===== src/sv/rtc_pkg.sv =====
// Package for the route transposition cipher block.
// Holds the default block dimensions, the register map and the padding constant.
package rtc_pkg;

  localparam int unsigned MAX_ROWS_DEF = 8;
  localparam int unsigned MAX_COLS_DEF = 8;

  localparam int unsigned CHAR_W     = 8;
  localparam int unsigned CFG_IDX_W  = 1;
  localparam int unsigned CFG_DATA_W = 4;

  localparam logic [CFG_IDX_W-1:0] CFG_ROWS = 1'd0;
  localparam logic [CFG_IDX_W-1:0] CFG_COLS = 1'd1;

  localparam logic [CFG_DATA_W-1:0] DIM_RESET = 4'd8;
  localparam logic [CHAR_W-1:0]     PAD_FIRST = 8'h61;

endpackage


===== src/sv/rtc_if.sv =====
// Handshake channels of the route transposition cipher block.
// Depends on rtc_pkg for the byte width.
interface rtc_in_if import rtc_pkg::*; ();
  logic              valid;
  logic              ready;
  logic              mode;
  logic [CHAR_W-1:0] char_in;

  modport source (output valid, output mode, output char_in, input ready);
  modport sink   (input valid, input mode, input char_in, output ready);
endinterface

interface rtc_out_if import rtc_pkg::*; ();
  logic              valid;
  logic              ready;
  logic [CHAR_W-1:0] char_out;
  logic              block_end;
  logic              message_end;

  modport source (output valid, output char_out, output block_end, output message_end,
                  input ready);
  modport sink   (input valid, input char_out, input block_end, input message_end,
                  output ready);
endinterface


===== src/sv/rtc_ram.sv =====
// Generic simple dual-port RAM with one write port and a registered read port.
// No dependencies; contents are undefined until written.
module rtc_ram #(
  parameter int unsigned Width = 8,
  parameter int unsigned Depth = 64
) (
  input  logic                                  clk_i,
  input  logic                                  we_i,
  input  logic [((Depth > 1) ? $clog2(Depth) : 1)-1:0] waddr_i,
  input  logic [Width-1:0]                      wdata_i,
  input  logic                                  re_i,
  input  logic [((Depth > 1) ? $clog2(Depth) : 1)-1:0] raddr_i,
  output logic [Width-1:0]                      rdata_o
);

  logic [Width-1:0] mem_q [Depth];
  logic [Width-1:0] rdata_q;

  always_ff @(posedge clk_i) begin
    if (we_i) begin
      mem_q[waddr_i] <= wdata_i;
    end
    if (re_i) begin
      rdata_q <= mem_q[raddr_i];
    end
  end

  assign rdata_o = rdata_q;

endmodule


===== src/sv/route_transposition_cipher.sv =====
// Route transposition cipher: bytes are stored row by row and sent column by column.
// After a block's last byte (or its flush and its padding) its bytes are read through
// the registered RAM port into an output register, one a cycle while out_o.ready holds.
// Input is taken one byte a cycle while a block fills; it is held off during padding
// and while the block's reads are issued. Reset empties the block and sets both
// dimensions to eight; the store itself is not cleared.
module route_transposition_cipher import rtc_pkg::*; #(
  parameter int unsigned MaxRows = MAX_ROWS_DEF,
  parameter int unsigned MaxCols = MAX_COLS_DEF
) (
  input  logic                  clk_i,
  input  logic                  rst_ni,
  rtc_in_if.sink                in_i,
  rtc_out_if.source             out_o,
  input  logic                  cfg_we_i,
  input  logic [CFG_IDX_W-1:0]  cfg_idx_i,
  input  logic [CFG_DATA_W-1:0] cfg_data_i
);

  localparam int unsigned Depth = MaxRows * MaxCols;
  localparam int unsigned AW    = (Depth > 1) ? $clog2(Depth) : 1;
  localparam int unsigned CW    = $clog2(Depth + 1);
  localparam int unsigned RW    = $clog2(MaxRows + 1);
  localparam int unsigned LW    = $clog2(MaxCols + 1);

  localparam logic [1:0] ST_IDLE = 2'd0;
  localparam logic [1:0] ST_PAD  = 2'd1;
  localparam logic [1:0] ST_EMIT = 2'd2;

  logic [1:0]            state_q, state_d;
  logic [CFG_DATA_W-1:0] rows_q, cols_q;
  logic [CW-1:0]         fill_q, fill_d;
  logic [CHAR_W-1:0]     pad_q, pad_d;
  logic                  msg_q, msg_d;
  logic [RW-1:0]         ri_q, ri_d;
  logic [LW-1:0]         ci_q, ci_d;
  logic [AW-1:0]         addr_q, addr_d;
  logic                  a_vld_q, a_last_q, a_msg_q;
  logic                  out_vld_q, out_last_q, out_msg_q;
  logic [CHAR_W-1:0]     out_char_q;

  logic [RW-1:0]     r_dim;
  logic [LW-1:0]     c_dim;
  logic [CW-1:0]     total;
  logic [CW-1:0]     fill_nx;
  logic              accept, mv, issue, last_rd;
  logic              we;
  logic [AW-1:0]     waddr;
  logic [CHAR_W-1:0] wdata;
  logic [CHAR_W-1:0] rdata;

  always_comb begin
    if (rows_q == '0) begin
      r_dim = RW'(1);
    end else if (int'(rows_q) > int'(MaxRows)) begin
      r_dim = RW'(MaxRows);
    end else begin
      r_dim = RW'(rows_q);
    end
    if (cols_q == '0) begin
      c_dim = LW'(1);
    end else if (int'(cols_q) > int'(MaxCols)) begin
      c_dim = LW'(MaxCols);
    end else begin
      c_dim = LW'(cols_q);
    end
  end

  assign total = CW'(CW'(r_dim) * CW'(c_dim));

  assign in_i.ready = (state_q == ST_IDLE);
  assign accept     = in_i.valid && in_i.ready;
  assign mv         = a_vld_q && (!out_vld_q || out_o.ready);
  assign issue      = (state_q == ST_EMIT) && (!a_vld_q || mv);
  assign last_rd    = (ci_q == LW'(c_dim - LW'(1))) && (ri_q == RW'(r_dim - RW'(1)));
  assign fill_nx    = (fill_q < total) ? CW'(fill_q + CW'(1)) : fill_q;

  always_comb begin
    state_d = state_q;
    fill_d  = fill_q;
    pad_d   = pad_q;
    msg_d   = msg_q;
    ri_d    = ri_q;
    ci_d    = ci_q;
    addr_d  = addr_q;
    we      = 1'b0;
    waddr   = fill_q[AW-1:0];
    wdata   = in_i.char_in;
    unique case (state_q)
      ST_IDLE: begin
        if (accept) begin
          ri_d   = '0;
          ci_d   = '0;
          addr_d = '0;
          if (!in_i.mode) begin
            we     = (fill_q < total);
            fill_d = fill_nx;
            msg_d  = 1'b0;
            if (fill_nx >= total) begin
              state_d = ST_EMIT;
            end
          end else if (fill_q != '0) begin
            msg_d = 1'b1;
            pad_d = PAD_FIRST;
            if (fill_q < total) begin
              state_d = ST_PAD;
            end else begin
              state_d = ST_EMIT;
            end
          end
        end
      end
      ST_PAD: begin
        we     = 1'b1;
        wdata  = pad_q;
        fill_d = CW'(fill_q + CW'(1));
        pad_d  = CHAR_W'(pad_q + CHAR_W'(1));
        if (CW'(fill_q + CW'(1)) >= total) begin
          state_d = ST_EMIT;
        end
      end
      ST_EMIT: begin
        if (issue) begin
          if (last_rd) begin
            state_d = ST_IDLE;
            fill_d  = '0;
          end else if (ri_q == RW'(r_dim - RW'(1))) begin
            ri_d   = '0;
            ci_d   = LW'(ci_q + LW'(1));
            addr_d = AW'(CW'(ci_q) + CW'(1));
          end else begin
            ri_d   = RW'(ri_q + RW'(1));
            addr_d = AW'(CW'(addr_q) + CW'(c_dim));
          end
        end
      end
      default: begin
        state_d = ST_IDLE;
      end
    endcase
  end

  rtc_ram #(
    .Width (CHAR_W),
    .Depth (Depth)
  ) u_store (
    .clk_i   (clk_i),
    .we_i    (we),
    .waddr_i (waddr),
    .wdata_i (wdata),
    .re_i    (issue),
    .raddr_i (addr_q),
    .rdata_o (rdata)
  );

  always_ff @(posedge clk_i or negedge rst_ni) begin
    if (!rst_ni) begin
      state_q   <= ST_IDLE;
      rows_q    <= DIM_RESET;
      cols_q    <= DIM_RESET;
      fill_q    <= '0;
      pad_q     <= PAD_FIRST;
      msg_q     <= 1'b0;
      ri_q      <= '0;
      ci_q      <= '0;
      addr_q    <= '0;
      a_vld_q   <= 1'b0;
      a_last_q  <= 1'b0;
      a_msg_q   <= 1'b0;
      out_vld_q <= 1'b0;
    end else begin
      state_q <= state_d;
      fill_q  <= fill_d;
      pad_q   <= pad_d;
      msg_q   <= msg_d;
      ri_q    <= ri_d;
      ci_q    <= ci_d;
      addr_q  <= addr_d;
      if (cfg_we_i) begin
        unique case (cfg_idx_i)
          CFG_ROWS: rows_q <= cfg_data_i;
          CFG_COLS: cols_q <= cfg_data_i;
          default:  ;
        endcase
      end
      if (issue) begin
        a_vld_q  <= 1'b1;
        a_last_q <= last_rd;
        a_msg_q  <= last_rd && msg_q;
      end else if (mv) begin
        a_vld_q <= 1'b0;
      end
      if (mv) begin
        out_vld_q <= 1'b1;
      end else if (out_o.ready) begin
        out_vld_q <= 1'b0;
      end
    end
  end

  always_ff @(posedge clk_i) begin
    if (mv) begin
      out_char_q <= rdata;
      out_last_q <= a_last_q;
      out_msg_q  <= a_msg_q;
    end
  end

  assign out_o.valid       = out_vld_q;
  assign out_o.char_out    = out_char_q;
  assign out_o.block_end   = out_last_q;
  assign out_o.message_end = out_msg_q;

endmodule

===== src/flat_wrapper.sv =====
// flat-port wrapper written by rule: the top's interface ports become plain ports
module route_transposition_cipher_flat import rtc_pkg::*;
#(
  parameter int unsigned MaxRows = MAX_ROWS_DEF,
  parameter int unsigned MaxCols = MAX_COLS_DEF
)
  (clk_i, rst_ni, cfg_we_i, cfg_idx_i, cfg_data_i, in_i_valid, in_i_mode, in_i_char_in, in_i_ready, out_o_valid, out_o_char_out, out_o_block_end, out_o_message_end, out_o_ready);
  rtc_in_if in_i_i ();
  rtc_out_if out_o_i ();
  input  logic clk_i;
  input  logic rst_ni;
  input  logic cfg_we_i;
  input  logic [CFG_IDX_W-1:0] cfg_idx_i;
  input  logic [CFG_DATA_W-1:0] cfg_data_i;
  input wire logic [$bits(in_i_i.valid)-1:0] in_i_valid;
  input wire logic [$bits(in_i_i.mode)-1:0] in_i_mode;
  input wire logic [$bits(in_i_i.char_in)-1:0] in_i_char_in;
  output wire logic [$bits(in_i_i.ready)-1:0] in_i_ready;
  output wire logic [$bits(out_o_i.valid)-1:0] out_o_valid;
  output wire logic [$bits(out_o_i.char_out)-1:0] out_o_char_out;
  output wire logic [$bits(out_o_i.block_end)-1:0] out_o_block_end;
  output wire logic [$bits(out_o_i.message_end)-1:0] out_o_message_end;
  input wire logic [$bits(out_o_i.ready)-1:0] out_o_ready;
  assign in_i_i.valid = in_i_valid;
  assign in_i_i.mode = in_i_mode;
  assign in_i_i.char_in = in_i_char_in;
  assign in_i_ready = in_i_i.ready;
  assign out_o_valid = out_o_i.valid;
  assign out_o_char_out = out_o_i.char_out;
  assign out_o_block_end = out_o_i.block_end;
  assign out_o_message_end = out_o_i.message_end;
  assign out_o_i.ready = out_o_ready;
  route_transposition_cipher #(.MaxRows(MaxRows), .MaxCols(MaxCols)) u_core (.clk_i(clk_i), .rst_ni(rst_ni), .in_i(in_i_i), .out_o(out_o_i), .cfg_we_i(cfg_we_i), .cfg_idx_i(cfg_idx_i), .cfg_data_i(cfg_data_i));
endmodule

===== config.mk =====
export PLATFORM = sky130hd
export DESIGN_NAME = route_transposition_cipher_flat
export DESIGN_NICKNAME = d
export VERILOG_FILES = /design/src/sv/rtc_pkg.sv /design/src/sv/rtc_if.sv /design/src/sv/rtc_ram.sv /design/src/sv/route_transposition_cipher.sv /design/src/flat_wrapper.sv
export SDC_FILE = /design/constraint.sdc
export NUM_CORES = 1
export LEC_CHECK = 0
export ABC_AREA = 1
export BUFFER_PORTS_ARGS = -buffer_cell sky130_fd_sc_hd__buf_2
export CAP_MARGIN = 15
export CELL_PAD_IN_SITES_DETAIL_PLACEMENT = 0
export CELL_PAD_IN_SITES_GLOBAL_PLACEMENT = 1
export CORE_AREA = 4 4 241 243
export DETAILED_ROUTE_END_ITERATION = 6
export DIE_AREA = 0 0 245 247
export PLACE_DENSITY_LB_ADDON = 0.1
export SLEW_MARGIN = 30
export SYNTH_ARGS = -nofsm -noshare
export SYNTH_HDL_FRONTEND = slang
export SYNTH_HIERARCHICAL = 1
export SYNTH_SLANG_ARGS = --single-unit

===== constraint.sdc =====
create_clock -name clk_i -period 5.05 [get_ports clk_i]
set_clock_uncertainty 0.1 [all_clocks]
set_input_delay 0.2525 -clock clk_i [delete_from_list [all_inputs] [get_ports clk_i]]
set_output_delay 0.2525 -clock clk_i [all_outputs]
set_load 0.01 [all_outputs]

# Yosys cells after proc, flatten, opt, wreduce, memory -nomap -nowiden
# Memory sizes are Yosys's and may differ from the RTL's. A register that Yosys moved wholly into a read port is not among the register bits.
# Cells that the tools add are included.
# word_totals
reg_bits	54
ramBits	512
inputBits	19
output_inout_bits	12
wordCells	123
n_memories	1
# mem_list
memory	depth	word_bits	rd	rd_clocked_by_memory_dff	wr	line	rtl
u_core.u_store.mem_q	64	8	1	1	1	rtc_ram.sv:16	logic [Width-1:0] mem_q [Depth];
# classes
add_sub_neg	8
mul	1
order_cmp	5
eq_ne	16
mux	49
bitwise_logic	1
n_reduce_logical	26
# ops
operator	n
4-bit 2-to-1 mux	11
7-bit 2-to-1 mux	5
8-bit 2-to-1 mux	4
6-bit 2-to-1 mux	4
7-bit case mux with 3 select lines	1
2-bit 2-to-1 mux	8
4-bit case mux with 2 select lines	2
8-bit case mux with 2 select lines	1
7-bit greater-or-equal comparator	2
2-bit inequality test, second input constant	6
6-bit case mux with 2 select lines	1
1-bit 2-to-1 mux	10
5-bit AND reduction	2
4-bit by 1-bit adder with 4-bit output, second input constant	2
8-bit by 1-bit adder with 8-bit output, second input constant	1
4-bit == test	2
4-bit greater-than comparator, second input constant	2
4-bit zero test	2
2-bit by 1-bit inequality test with 1-bit output, second input constant	4
4-bit AND reduction	2
2-bit nonzero test	4
4-bit by 1-bit subtractor with 4-bit output, second input constant	2
7-bit by 1-bit adder with 7-bit output, second input constant	1
7-bit < comparator	1
other kinds (18)	26

# Logic depth before layout (Yosys ltp)
# Gate-level depths: netlist of run 1.
# logic_depth
word_depth	11
depth_mapped	38
depth_no_buf	37

# Cells and area by module
# Netlist of run 1, hierarchy kept.
# by_module_without_submodules
mod	instances	cells_per_inst	area_each_um2
rtc_ram	1	1805	21419.3
route_transposition_cipher	1	515	4025.1

# Worst setup path after synthesis of run 1
# Ideal clock, no wire load.
# synth_timing
path_type	register to register
from	register u_core.cols_q[3]
to	memory u_core.u_store.mem_q[50][0] (enable)
arrival_ns	4.956
required_ns	4.555
slack_ns	-0.401
stages_incl_launch_ff	20
period_less_slack_ns	5.451
cell_sequence	dfstp_2 -> nand3_1 -> fa_1 -> inv_1 -> fa_1 -> fa_1 -> xnor2_1 -> ha_1 -> a21o_1 -> a21oi_1 -> nand2_1 -> nand2_1 -> nand2_1 -> nand2_4 -> buf_6 -> nand3_1 -> nand2_1 -> clkbuf_1 -> nand4_1 -> nor4_1
# synth_via
elab_chain_cells	10
elab_cells_between_ends	11
classes_between	mul (1); order compare (2); mux (7); reduce/logical (1)
# synth_rtl
element	line	rtl
start: declaration	route_transposition_cipher.sv:31	logic [CFG_DATA_W-1:0] rows_q, cols_q;
start signal: assignment	route_transposition_cipher.sv:182	CFG_COLS: cols_q <= cfg_data_i;
4-bit greater-than comparator	route_transposition_cipher.sv:62	end else if (int'(cols_q) > int'(MaxCols)) begin
4-bit 2-to-1 mux	route_transposition_cipher.sv:62	
4-bit 2-to-1 mux (*)	route_transposition_cipher.sv:60	if (cols_q == '0) begin
4-bit by 4-bit multiplier with 7-bit output (*)	route_transposition_cipher.sv:69	assign total = CW'(CW'(r_dim) * CW'(c_dim));
7-bit < comparator (*)	route_transposition_cipher.sv:96	we = (fill_q < total);
1-bit 2-to-1 mux (*)	route_transposition_cipher.sv:95	if (!in_i.mode) begin
1-bit 2-to-1 mux (*)	route_transposition_cipher.sv:91	if (accept) begin
1-bit case mux with 2 select lines (*)	route_transposition_cipher.sv:89	unique case (state_q)
named net u_core.we	route_transposition_cipher.sv:47	logic we;
1-bit 2-to-1 mux (*)	rtc_ram.sv:20	if (we_i) begin
1-bit 2-to-1 mux (not written as such) (*)	rtc_ram.sv:21	mem_q[waddr_i] <= wdata_i;
end: declaration	rtc_ram.sv:16	
# The timed path passes the listed nets; every way through them passes the cells marked *.

# Final worst setup path of run 1
# layout_timing
from	register u_core.cols_q[3]
to	register u_core.state_q[1]
# layout_via
elab_chain_cells	10
elab_cells_between_ends	21
classes_between	add/sub (1); mul (1); order compare (4); eq/ne (4); mux (8); reduce/logical (3)
# layout_rtl
element	line	rtl
4-bit greater-than comparator	route_transposition_cipher.sv:62	
4-bit 2-to-1 mux	route_transposition_cipher.sv:62	
4-bit 2-to-1 mux (*)	route_transposition_cipher.sv:60	
branches (longest 7 deep; another with 4-bit by 4-bit multiplier with 7-bit output)	-	
end signal: assignment	route_transposition_cipher.sv:172	state_q <= state_d;
end: declaration	route_transposition_cipher.sv:30	logic [1:0] state_q, state_d;
# Every way passes the cells marked *. The select of a mux whose other input is x is not followed.
# A chain may end at the register's enable or synchronous reset.

==> reports/results.ini, run 1 <==
[power]
power.density_nw_per_um2 = 527
seq_power_share = 0.391
clkPwrFrac = 0.301
leakagePower_nw = 11.2
vdd_drop_max_mv = 0.349
sw_frac_of_total = 0.358
finalPower_w = 0.0154
power.internal_w = 0.00992
power_switching_w = 0.00552
combinationalPowerShare = 0.309

[route]
routed_wl_mm = 65.4
drt_iter0_drc = 1457
ant_nets = 0
post_drt_wl_per_cell_um = 20.2
drcViolationCount = 0
dr.pass1.iters = 5
viasPerCell = 5.30
vias = 17161

[yosys]
netlist_instances = 2320
ys.warnings.count = 6
synth_seq_cells = 574
synthTopCellsByArea = edfxtp_1, nand2_1, nand3_1, dfrtp_1, ha_1
yosysMostFrequentCell = nand2_1
yosysUniqueCellTypes = 47
netlist_area_um2 = 25400
synth.cells.most_frequent = nand2_1, edfxtp_1, nand3_1
syn_nets = 2386
synth-compound-area-share = 0.0212
synth_top_family_by_area = simple AND/OR/NAND/NOR gates
synth_ff_type = edfxtp_1
yosysSeqAreaShare = 0.669
async_flop_share = 0.0767
synthMuxAreaShare = 0
synth.largest_area_cell = edfxtp_1
syn_avg_cell_area_um2 = 11.0
synth_xor_area_frac = 0.00482
yosys.area_share.simple = 0.233
synthAdderAreaFrac = 0.0246
netlist.area_leader.share = 0.625
synth-edff-count = 530

[global_routing]
grtUsageTotal = 0.218
grt_max_degree = 136
overflow = 0
grt_pass1_vias = 16819
antenna_found_initial = 0
grt_pass1_wl_mm = 101

[layout]
final-seq-area_um2 = 17000
layout-drive-gt1-share = 0.135
multiInputGateArea_um2 = 7540
fin_nets = 2496
final.fill_count = 4990
syn2layout_area_growth_pct = 15.2
finalCoreUtilization = 0.524
diodes = 0
fin_cells = 3236

[sta]
timing.final.hold_violations = 0
maxSlewHeadroom = 0.329
max_slew.worst_pin.slew_ns = 1.00
rsz0062_at_grt = true
max_freq_mhz = 206
setup_viol = 0
layout_min_cycle_time_ns = 4.85
post-route-period-util = 0.960
tns_ns = 0
slew_violations = 0

[clocking]
clock_latency_ns = 0.62
clock_sinks = 574
cts_tree = built
clockBufferDepth = 3
path_clk_slew_ns = 0.06
htree_levels = 2
cts_root_buf = clkbuf_16
cts_buffers = 59

[placement]
dpl.hpwl_mm = 40.7
placed_cells = 3099
gp_routability_congestion = 0.861
portBuffers = 30

[floorplanning]
die_h_um = 247
coreArea_um2 = 56000
initial_utilization = 0.455
row_count = 87
die-area_um2 = 60500
io_pins = 31
fp.dieW_um = 245

[critical_path]
cp_data_arrival_time_ns = 5.25
cp-start-kind = flip-flop
cp.required_ns = 5.45
slowest_delay_ns = 0.61
crit_path_frequent_cell = nand2_1
cp_max_fo = 6
slowest_stage = dfstp_2
criticalPathCategory = flip-flop to flip-flop
cp-end-kind = flip-flop

[outcome]
status = complete, no violations

[run]
drv_cap = 0

[min_path]
hold_class = input port to flip-flop

## power groups by stage
stage	logic [W]	clock network (W)	registers, W
after global routing	0.00535	0.00495	0.00606
after global placement	0.00459	0	0.00612
final	0.00477	0.00464	0.00603
after CTS	0.00467	0.00475	0.00603
after detailed placement	0.00464	0	0.00613
after floorplan	0.00338	0	0.00602
## state kept, by name, indices dropped and copies added, names as in the netlist
signal	flops
u_core/a_vld_q	1
u_core/out_o.block_end	1
u_core/a_msg_q	1
u_core/u_store/rdata_o	8
u_core/out_o.valid	1
u_core/msg_q	1
u_core/addr_q	6
u_core/out_o.char_out	8
u_core/fill_q	7
u_core/u_store/mem_q	512
u_core/a_last_q	1
u_core/rows_q	4
u_core/out_o.message_end	1
u_core/ci_q	4
u_core/ri_q	4
u_core/pad_q	8
u_core/cols_q	4
u_core/state_q	2
## cells in the final DEF (no fill, tap or decap), types with 3 or more instances in the layout
cell type        n
o21ai_1          6
clkbuf_16       61
dfstp_2          5
bufinv_16       11
ha_1            41
nand3_1        470
fa_1             3
nand2_1        754
inv_4            5
o21ai_4          8
nor3_1           4
clkinv_2        17
buf_4          107
nor2_1          89
a21oi_1         26
buf_6           10
buf_16           3
edfxtp_1       530
xor2_1           9
buf_2           30
clkinvlp_4       3
nand4_1         14
o21ai_0         31
a21oi_2          3
nor4_4           8
o21ai_2          3
inv_2            6
inv_1           81
clkbuf_1         9
xnor2_1          4
nand2_2         13
a22oi_1          7
dlygate4sd3_1   15
nand3_2          9
dfrtp_1         36
clkinv_1         5
nor2_2           6
clkinv_4         3
nand2_4          5
## final cells by class
cell class | instances | share of cell area
clock buffers | 71 | 0.0537
clock inverters | 40 | 0.0172
inverters | 93 | 0.0125
multi-input cells | 1535 | 0.257
flip-flops and latches | 574 | 0.581
well taps | 756 | 0.0323
repair buffers | 167 | 0.0457
## stage by stage
step                      hold slack [ns]  area (um2)  worst slack (ns)
final                              0.0223       29300             0.202
after global routing               0.0171       29300           -0.0923
after CTS                          0.0558       29100            0.0237
after detailed placement            0.295       26800            0.0392
after global placement              0.290       26800             0.117
after floorplan                    -0.143       25600            -0.151
## critical path: cells and delay by family (launching register included)
family	cells	cell delay [ns]
and+or+nand+nor	20	1.34
AOI/OAI and AO/OA	4	0.40
DFF	1	0.61
xor gates and xnor gates	1	0.16
buffers and inverters	4	0.30
adders and majority gates	5	1.82
## final timing paths
| path | startpoint | endpoint | slack (ns) | depth (start not counted) |
|---|---|---|---|---|
| setup / recovery | u_core/cols_q[3] | u_core/state_q[1] | 0.20 | 34 |
| hold / removal | in_i_char_in[1] | u_core/u_store/mem_q[26][1] | 0.02 | 3 |
| setup reg to reg | u_core/cols_q[3] | u_core/state_q[1] | 0.20 | 34 |
| hold reg to reg | u_core/a_last_q | u_core/out_o.block_end | 0.35 | 0 |
| max in group asynchronous | rst_ni | u_core/addr_q[1] | 4.20 | 3 |
| min in group asynchronous | rst_ni | u_core/ci_q[0] | 0.16 | 3 |
## per-layer routing
metal	part of all wire	routed length, um	vias up	GRT usage
met5	0	0	-	0
met4	0.026	1730	0	0.0618
met3	0.059	3870	113	0.0348
li1	-	-	8267	-
met2	0.46	30200	507	0.348
met1	0.45	29600	8274	0.312
## cells by family after synthesis
family,after synthesis
adders and majority gates,47
DFF,574
buffers and inverters,211
AOI/OAI and AO/OA,94
xor gates and xnor gates,14
and+or+nand+nor,1380
## repair_timing
item | in CTS | in global routing
setup endpoints to repair | 0 | 514
hold buffers | 15 | 0
endpoints found under the hold margin | 57 | 0
setup buffers | 0 | 9
gates resized for setup | 0 | 36
Note: power is estimated with default switching activity, not from simulation.
==> inputs of run 2 (changes only) <==
- SETUP_SLACK_MARGIN: default -> 0.4
==> run 2 against run 1 <==
First-iteration DRC count fell by 0.48%; combinational power rose by 6.7%; via count rose by 1.0%; highest routed layer unchanged; register-to-register slack got worse by 0.07 ns.
==> reports/results.ini, run 2 (same netlist as run 1, synthesis figures left out) <==
[outcome]
status = complete, no violations

[route]
drcViolationCount = 0  ; unchanged
dr.pass1.iters = 6  ; +1
post_drt_wl_per_cell_um = 20.4  ; +0.87%
drt_iter0_drc = 1450  ; -0.48%
vias = 17341  ; +1.0%
ant_nets = 0  ; unchanged
routed_wl_mm = 66.1  ; +1.1%
viasPerCell = 5.35  ; +0.80%

[floorplanning]
coreArea_um2 = 56000  ; unchanged
row_count = 87  ; unchanged
die_h_um = 247  ; unchanged
initial_utilization = 0.455  ; unchanged
fp.dieW_um = 245  ; unchanged
io_pins = 31  ; unchanged
die-area_um2 = 60500  ; unchanged

[sta]
maxSlewHeadroom = 0.290  ; -0.0386
hold_ws_ns = 0.0656  ; +0.0433 ns
layout_min_cycle_time_ns = 4.92  ; +0.0684 ns
timing.final.hold_violations = 0  ; unchanged
post-route-period-util = 0.973  ; +0.0135
slew_violations = 0  ; unchanged
max_slew.worst_pin.slew_ns = 1.06  ; +0.0586 ns
setup_viol = 0  ; unchanged
rsz0062_at_grt = true
max_freq_mhz = 203  ; -1.4%
timing.final.ws_setup_ns = 0.134  ; -0.0684 ns

[layout]
fin_cells = 3244  ; +0.25%
layout_common_cells = nand2_1, edfxtp_1, nand3_1
layout-drive-gt1-share = 0.154  ; +0.0189
fin_nets = 2503  ; +0.28%
syn2layout_area_growth_pct = 17.6
diodes = 0  ; unchanged
largest_reg_flops = 512  ; unchanged
final_common_cell = nand2_1
top_register = u_core/u_store/mem_q

[placement]
dpl.hpwl_mm = 40.9  ; +0.64%
preCtsSetupSlack_ns = -0.133  ; -0.172 ns
gp_routability_congestion = 0.845  ; -1.8%
portBuffers = 30  ; unchanged
placed_cells = 3085  ; -0.45%

[global_routing]
grtUsageTotal = 0.218  ; +0.000626
grt_pass1_vias = 17221  ; +2.4%
overflow = 0  ; unchanged
antenna_found_initial = 0  ; unchanged
grt_pass1_wl_mm = 101  ; +0.54%
grt_max_degree = 139  ; +2.2%

[min_path]
hold_class = input port to flip-flop
hold_start = in_i_char_in[6]

[critical_path]
worstSetupStartpoint = u_core/cols_q[3]
rr_startpoint = u_core/cols_q[3]
cp_data_arrival_time_ns = 5.15  ; -0.10 ns
cp_max_fo = 8  ; +2
cp-end-kind = flip-flop
cp-endpoint = u_core/u_store/mem_q[13][4]
r2r_setup_slack_ns = 0.13  ; -0.07 ns
criticalPathCategory = flip-flop to flip-flop
worstReg2RegEnd = u_core/u_store/mem_q[13][4]
cp.required_ns = 5.28  ; -0.17 ns
reg2regPathDepth = 21  ; -38%
cp-start-kind = flip-flop

[clocking]
path_clk_slew_ns = 0.06  ; about the same
cts_buffers = 59  ; unchanged
clockBufferDepth = 3  ; unchanged
cts_tree = built
htree_levels = 2  ; unchanged
clock_sinks = 574  ; unchanged
cts_root_buf = clkbuf_16
clock_latency_ns = 0.62  ; about the same

[power]
power.density_nw_per_um2 = 524  ; -0.59%
vdd_drop_max_mv = 0.456  ; +31%
leakagePower_nw = 11.3  ; +0.49%

[run]
drv_cap = 0  ; unchanged

## run 2: critical path, stage by stage, from the launching register on
cell and delay, ns:
dfstp_2 0.59, nand3_2 0.10, fa_1 0.58, inv_2 0.04, fa_1 0.49, fa_2 0.39, xnor2_2 0.15, ha_1 0.31
a21o_1 0.17, a21oi_2 0.11, nand2_1 0.08, nand2_2 0.11, nand2_4 0.07, nand2_4 0.11, buf_4 0.12, buf_6 0.10
nand3_4 0.10, nand2_4 0.15, nand4_1 0.22, buf_6 0.25, nor2_4 0.11, buf_8 0.17
## run 2: metal layers
metal  wire [um]  vias up  track usage
li1            -     8292            -
met1       30100     8471        0.309
met2       30700      467        0.353
met3        3660      111       0.0347
met4        1750        0       0.0628
met5           0        -            0
## run 2: final cells by class
| type | instances | area (um2) |
|---|---|---|
| fillers | 4871 | 26000 |
| flip-flops and latches | 574 | 17000 |
| multi-input cells | 1536 | 7910 |
| repair buffers | 173 | 1650 |
| well taps | 756 | 946 |
| clock buffers | 69 | 1540 |
| inverters | 93 | 359 |
| clock inverters | 43 | 483 |
## run 2: per-stage QoR
stage	total power, W	area, um2	util	TNS [ns]
after global placement	0.0108	26700	0.478	0
final	0.0157	29900	0.535	0
after CTS	0.0156	29400	0.526	0
after floorplan	0.00942	25700	-	-8.41
after global routing	0.0166	29900	0.535	-0.304
after detailed placement	0.0109	26900	0.481	-15.32
## run 2: worst min-delay path by stage
stage | endpoint | depth (start not counted)
final | u_core/u_store/mem_q[29][6] | 4
after global routing | u_core/u_store/mem_q[29][6] | 4
after CTS | u_core/u_store/mem_q[27][6] | 4
after detailed placement | u_core/rows_q[0] | 2
after global placement | u_core/rows_q[0] | 2
after floorplan | u_core/a_last_q | 0
## run 2: where the power goes
group          leakage [nW]  internal, W  total [W]  switching (W)
logic                  4.97      0.00155    0.00509        0.00354
clock network         0.981      0.00268    0.00451        0.00183
registers              5.32      0.00573    0.00607       0.000338
total                  11.3      0.00996     0.0157        0.00571
## run 2: timing repair
item | CTS | global route
resized for setup | 37 | 110
gates cloned | 0 | 1
setup buffers | 20 | 9
pin swaps | 17 | 24
hold endpoints to repair | 65 | 0
hold buffers | 17 | 0
setup endpoints to repair | 514 | 515
